**config.mk**
```make
export PLATFORM = sky130hd
export DESIGN_NAME = cgf_arith
export DESIGN_NICKNAME = d
export VERILOG_FILES = /design/src/sv/cgf_pkg.sv /design/src/sv/cgf_arith.sv
export SDC_FILE = /design/constraint.sdc
export NUM_CORES = 1
export LEC_CHECK = 0
export ABC_CLOCK_PERIOD_IN_PS = 9280
export BUFFER_PORTS_ARGS = -buffer_cell sky130_fd_sc_hd__buf_2
export CAP_MARGIN = 10
export CORE_MARGIN = 1.5
export CORE_UTILIZATION = 47
export DETAILED_ROUTE_END_ITERATION = 10
export PLACE_DENSITY = 0.79
export SKIP_LAST_GASP = 1
export SLEW_MARGIN = 40
export SYNTH_ARGS = -nofsm -noshare
export SYNTH_HDL_FRONTEND = slang
export SYNTH_SLANG_ARGS = --single-unit
```
**constraint.sdc**
```tcl
create_clock -name clk_i -period 9.28 [get_ports clk_i]
set_input_delay 1.392 -clock clk_i [delete_from_list [all_inputs] [get_ports clk_i]]
set_output_delay 1.392 -clock clk_i [all_outputs]
set_load 0.005 [all_outputs]
```
**src/sv/cgf_pkg.sv**
```systemverilog
`default_nettype none
package cgf_pkg;

  localparam int unsigned CfgIdxW = 2;
  localparam int unsigned CfgDataW = 36;

  localparam logic [CfgIdxW-1:0] CfgFrameWidth  = 2'd0;
  localparam logic [CfgIdxW-1:0] CfgFrameHeight = 2'd1;
  localparam logic [CfgIdxW-1:0] CfgKernel      = 2'd2;
  localparam logic [CfgIdxW-1:0] CfgDivisor     = 2'd3;

  localparam logic KindPixel = 1'b0;
  localparam logic KindFlush = 1'b1;

  localparam logic [10:0] FrameWidthRst  = 11'd640;
  localparam logic [11:0] FrameHeightRst = 12'd480;
  localparam logic [35:0] KernelRst      = 36'h111111111;
  localparam logic [6:0]  DivisorRst     = 7'd9;

  typedef struct packed {
    logic       kind;
    logic [7:0] pixel_in;
  } in_t;

  typedef struct packed {
    logic [7:0] pixel_out;
    logic       end_of_row;
    logic       end_of_frame;
  } out_t;

  typedef logic [8:0][7:0] win_t;

  typedef enum logic [4:0] {
    S_IDLE  = 5'b00001,
    S_READ  = 5'b00010,
    S_CALC  = 5'b00100,
    S_EMIT1 = 5'b01000,
    S_EMIT2 = 5'b10000
  } state_e;

  typedef enum logic [2:0] {
    A_IDLE = 3'b001,
    A_MAC  = 3'b010,
    A_DIV  = 3'b100
  } arith_state_e;

endpackage
`default_nettype wire

```
**src/sv/cgf_arith.sv**
```systemverilog
`default_nettype none
module cgf_arith (
  input  wire logic          clk_i,
  input  wire logic          rst_ni,
  input  wire logic          start_i,
  input  wire cgf_pkg::win_t win_i,
  input  wire logic [35:0]   weights_i,
  input  wire logic [6:0]    divisor_i,
  output logic               done_o,
  output logic [7:0]         result_o
);
  import cgf_pkg::*;

  arith_state_e     state_q;
  win_t             win_q;
  logic [3:0]       tap_q;
  logic signed [15:0] acc_q;
  logic [14:0]      dvd_q;
  logic [6:0]       rem_q;
  logic [6:0]       div_eff;
  logic signed [3:0]  coef;
  logic signed [12:0] prod;
  logic signed [15:0] acc_d;
  logic [7:0]       rem_s;
  logic             ge;

  assign div_eff = (divisor_i == 7'd0) ? 7'd1 : divisor_i;
  assign coef    = weights_i[tap_q*4 +: 4];
  assign prod    = coef * $signed({1'b0, win_q[tap_q]});
  assign acc_d   = acc_q + 16'(prod);
  assign rem_s   = {rem_q, dvd_q[14]};
  assign ge      = rem_s >= {1'b0, div_eff};

  always_ff @(posedge clk_i or negedge rst_ni) begin
    if (!rst_ni) begin
      state_q  <= A_IDLE;
      win_q    <= '0;
      tap_q    <= '0;
      acc_q    <= '0;
      dvd_q    <= '0;
      rem_q    <= '0;
      done_o   <= 1'b0;
      result_o <= '0;
    end else begin
      done_o <= (state_q == A_DIV) && (tap_q == 4'd14);
      unique case (state_q)
        A_IDLE: begin
          if (start_i) begin
            win_q   <= win_i;
            tap_q   <= '0;
            acc_q   <= '0;
            state_q <= A_MAC;
          end
        end
        A_MAC: begin
          if (tap_q == 4'd8) begin
            dvd_q   <= acc_d[15] ? 15'(-acc_d) : acc_d[14:0];
            rem_q   <= '0;
            tap_q   <= '0;
            state_q <= A_DIV;
          end else begin
            acc_q <= acc_d;
            tap_q <= tap_q + 4'd1;
          end
        end
        A_DIV: begin
          // Restoring division, one quotient bit per cycle shifted into dvd_q.
          rem_q <= ge ? 7'(rem_s - {1'b0, div_eff}) : rem_s[6:0];
          dvd_q <= {dvd_q[13:0], ge};
          tap_q <= tap_q + 4'd1;
          if (tap_q == 4'd14) begin
            result_o <= {dvd_q[6:0], ge};
            state_q  <= A_IDLE;
          end
        end
        default: state_q <= A_IDLE;
      endcase
    end
  end
endmodule
`default_nettype wire

```
# Word-level counts from Yosys, hierarchy flattened
# Cells that the tools add are included.
[totals]
regBits = 126
in_bits = 118
out_inout_bits = 9
wordCells = 63
[op_classes]
add_sub_neg = 4
n_mul = 1
n_lt_le_gt_ge = 2
eq_ne = 9
shift = 1
n_mux = 19
reduce_logical = 11
[op_table]
columns = ["cell", "count"]
rows = [
  ["$shiftx A36 B7 Y4", 1],
  ["$bmux W8 S4", 1],
  ["$mux W16", 2],
  ["$pmux W16 S2", 1],
  ["$mux W15", 2],
  ["$pmux W15 S2", 1],
  ["$mux W7", 3],
  ["$add A16 B13 Y16", 1],
  ["$neg A15 Y15", 1],
  ["$pmux W7 S2", 1],
  ["$mul A4 B9 Y13", 1],
  ["$pmux W4 S3", 1],
  ["$mux W3", 3],
  ["$pmux W3 S3", 1],
  ["$eq A4 B4 Y1 const B", 2],
  ["$ge A8 B7 Y1", 1],
  ["$mux W4", 2],
  ["$mux W8", 1],
  ["$reduce_and A2 Y1", 4],
  ["$logic_not A7 Y1", 1],
  ["$sub A7 B7 Y7", 1],
  ["$ne A2 B2 Y1 const B", 3],
  ["$reduce_and A3 Y1", 2],
  ["$lt A4 B5 Y1 const B", 1],
  ["other kinds (8)", 9],
]

# Logic depth before layout (Yosys ltp)
[depth]
word_depth = 8
ltp_mapped = 22

# Worst setup path before layout
# OpenSTA, ideal clock, no wires.
[synth_timing]
path_type = "input to register"
start = "input weights_i[31]"
end = "register dvd_q[13]"
setup_time_ns = 0.134
arrival_ns = 6.323
required_time_ns = 9.146
setup_slack_ns = 2.823
stages = 18
n_path_buf = 1
cell_sequence = "mux4_2 -> mux2i_1 -> a2bb2oi_2 -> buf_1 -> or2_2 -> fa_1 -> fa_1 -> fa_1 -> inv_1 -> fa_1 -> a211oi_1 -> o21bai_1 -> a21oi_1 -> xor2_1 -> nand4_1 -> o41ai_1 -> xor2_1 -> o21ai_0"
[synth_between]
elab_chain_cells = 7
[synth_lines]
columns = ["element", "line_no", "source"]
rows = [
  ["from (decl)", "cgf_arith.sv:7", "input wire logic [35:0] weights_i,"],
  ["$shiftx A36 B7 Y4 *", "cgf_arith.sv:28", "assign coef = weights_i[tap_q*4 +: 4];"],
  ["$mul A4 B9 Y13 *", "cgf_arith.sv:29", "assign prod = coef * $signed({1'b0, win_q[tap_q]});"],
  ["$add A16 B13 Y16 *", "cgf_arith.sv:30", "assign acc_d = acc_q + 16'(prod);"],
  ["$neg A15 Y15", "cgf_arith.sv:57", "dvd_q <= acc_d[15] ? 15'(-acc_d) : acc_d[14:0];"],
  ["$mux W15 *", "cgf_arith.sv:57", ""],
  ["$mux W15 *", "cgf_arith.sv:56", "if (tap_q == 4'd8) begin"],
  ["$pmux W15 S2 *", "cgf_arith.sv:46", "unique case (state_q)"],
  ["to (signal assigned)", "cgf_arith.sv:57", ""],
  ["to (signal assigned)", "cgf_arith.sv:69", "dvd_q <= {dvd_q[13:0], ge};"],
  ["to (decl)", "cgf_arith.sv:18", "logic [14:0] dvd_q;"],
]
# Mark *: on every way between the ends. The rest lies on a longest branch, timed or not. The select of a mux whose other input is x is not followed.
# A chain may end at the register's enable or synchronous reset.

# Final worst setup path
[layout_timing]
start = "input weights_i[31]"
end = "register dvd_q[11]"
# The elaborated chain is that of the path after synthesis.

==> results.md <==
* Outcome: finished clean
* Post-Syn Area at between 7000 and 8000 sq um
* Number of global-route vias before repair at slightly above 6000
* GRT Overall Usage at 21.8%
* PostCTS Resize Cnt at 0
* Dpl hpwl at 13200 um
* Setup bufs post-CTS at 0
* WHS at around 500 ps
* Commonest cells after routing, fill and taps aside: 125 x buf_2, 123 x dfrtp_1, 81 x mux2_2
* Via density at 5.44
* CTS tree: done
* H-tree depth at 4
* Period utilisation layout at between 70% and 80%
* Initial antenna violation count at 3
* Synthesized flop and latch total at approximately 130
* Starting Density at between 40% and 50%
* CP peak stage delay at between 500 and 600 ps
* Largest net degree at the start of global routing at between 60 and 70
* Setup TNS Final at 0 ps
* Synth top area cells: dfrtp_1 39%, mux2_2 11%, ha_1 7.3%
* Buffers & Inverters on Critical Path at 3
* First drt pass iteration count at 4
* Layout cells sized above 1 at 33.5%
* Crit-path max FO at 16
* Die height at 133 um
* Maxcap violations at 0
* Die width at between 100 and 150 um
* Ys flop type: dfrtp_1
* Max-slew violations at 0
* CP Class: in -> reg
* Routed Wire Length at between 15000 and 20000 um
* First-pass GRT wire length at 30100 um
* Seq/Total Area, Yosys at approximately 40%
* Maximum root-to-sink buffer count at 2
* Row count at 47
* Max-slew headroom at 45.6%
* P&R area growth vs syn at 18.1%
* Clock sinks at ~130
* DRC Markers at 0
* Nature of the critical path startpoint: primary input
* Worst slew pin tran at 808 ps
* Clock Tree Root: clkbuf_16
* Hold Buf Count CTS at 0
* Ant diodes at 0
* Post-synth top area share at between 30% and 40%
* Yosys top cell by area: dfrtp_1
* Hold crit path type: reg -> reg
* CP cell instances: buf_2 > mux4_2 > mux2i_1 > a2bb2oi_2 > nor2_1 > fa_1 > fa_1 > inv_1 > fa_1 > inv_1 > ha_1 > a2111oi_0 > o21ai_1 > a311oi_1 > o21ai_0 > xnor2_2 > o21ai_0 > xor2_1 > o21ai_0
* Critical Path RT at approximately 9600 ps
* Port Buf Inserts at between 100 and 150
* Clock slew at reported path FFs at 50 ps
* GRT overflow at 0
* Final Hold Viols at 0
* Post-synthesis cell type count at 56
* Initial DRC Count at 274
* Num CTS Buffers at 17
* Skew final at 9.71 ps
* RSZ-0062 raised after global routing: no
* Via Count at about 5700
* Post-synth EDFFs at 0
* Slowest cell on the critical path: fa_1
* CP arrival at around 7000 ps
* CP top delay family: compound AO/OA/AOI/OAI gates
* Core Area at ~17000 sq um
* Most common cell after layout, fill and taps aside: buf_2
* Worst setup EP type: register
* Achievable frequency at between 150 and 200 MHz
* Post-route ant nets at 0
* GPL Wtd Cong at between 0.8 and 0.9
* Post-synth net total at between 800 and 900
* Num ports at between 100 and 150
* Mean post-synth cell area at 11.3 sq um
* Synth Instances at 700
* DIE AREA at 17700 sq um
* Hold Crit Start: result_o[6]
* Setup crit start: weights_i[31]
* Wire length per cell at approximately 17 um
* Layout Nets at between 1000 and 1500
* Async set-reset flop share out of synthesis at 100%
* Launching point of the worst reg2reg path: tap_q[1]
* Final setup violation count at 0
* Clock Latency Late Sink at around 430 ps
* Final min period at approximately 6600 ps
* YS warnings at 0
## worst register-to-register path, stage by stage, from the launching register on
cell and delay [ps]:
dfrtp_1 550, buf_4 320, nor4b_4 680, a2bb2oi_2 330, or2_2 390, fa_1 500, fa_1 520, fa_1 550
inv_1 70, ha_1 290, a211oi_1 390, o21ai_1 220, a311oi_1 240, o21ai_0 190, xnor2_2 530, o21ai_0 220
xor2_1 180, o21ai_0 200
## state kept, by name, summed over array words and instances, names as in the netlist
signal	count
state_q	3
dvd_q	15
acc_q	16
result_o	8
rem_q	7
tap_q	4
done_o	1
win_q	72
## stage by stage
step	area, sq um	utilization [%]	setup slack, ps	instances
2_1_floorplan	7940	-	2820	700
3_3_place_gp	8760	53.0	2390	1021
3_5_place_dp	8800	53.3	2250	1022
4_1_cts	9370	56.7	2640	1054
5_1_grt	9380	56.7	2100	1054
6_report	9380	56.7	2640	1054
## layer usage
layer	routed length (um)	global-route usage, %	up-vias
met1	7400	25.4	2840
met3	1150	7.93	27
met2	9030	37.5	130
met4	354	7.08	6
met5	33	0	-
li1	-	-	2736
## final timing paths
kind / end / slack (ps) / cells past startpoint
max: dvd_q[11] / 2640 / 19
min: result_o[6] / 500 / 1
max reg2reg: dvd_q[11] / 2790 / 17
min reg2reg: result_o[6] / 500 / 1
max in group asynchronous: win_q[31] / 7340 / 2
min in group asynchronous: acc_q[14] / 930 / 1
## logic make-up after synthesis
group / after synthesis / share of synthesized area (%)
flip-flops: 126 / 39.7
multiplexers: 121 / 20.3
AO/OA/AOI/OAI: 126 / 9.95
XOR/XNOR: 31 / 3.52
buffers and inverters: 88 / 4.38
adder cells (fa/ha/maj): 70 / 13.3
AND/OR/NAND/NOR: 138 / 8.80
## synth_stat cells (2+ instances only)
master,number
mux2_2,81
a21o_1,4
nor3_1,8
nand2b_1,4
nor4b_1,2
a22o_1,9
buf_2,2
nor2b_1,4
o2111ai_1,2
o22ai_1,3
o21ai_0,54
xor2_1,17
o21bai_1,2
mux4_2,24
or3_1,4
dfrtp_1,125
a211oi_1,3
or2_2,3
buf_1,6
o21ai_1,4
ha_1,46
inv_1,59
nand4_1,3
and3_1,4
nand3_1,11
o21a_1,2
nor2_1,26
a22oi_1,11
and2_1,23
fa_1,24
clkbuf_1,19
a2111oi_0,3
buf_6,2
a21oi_1,16
a31o_2,2
nand2_1,38
xnor2_1,13
nand3b_1,2
mux2i_1,16
a31oi_1,2
o41ai_1,2
## area by class of cell
class	instances	area [sq um]
Inverter	59	221
Clock inverter	9	111
Tap cell	220	275
Timing Repair Buffer	131	691
Sequential cell	126	3160
Multi-Input combinational cell	486	4460
Fill cell	1356	7150
Clock buffer	23	458
Power is left out: the tool's default activity adds up to more than one toggle a clock period on the data nets, which glitch-free logic cannot reach.
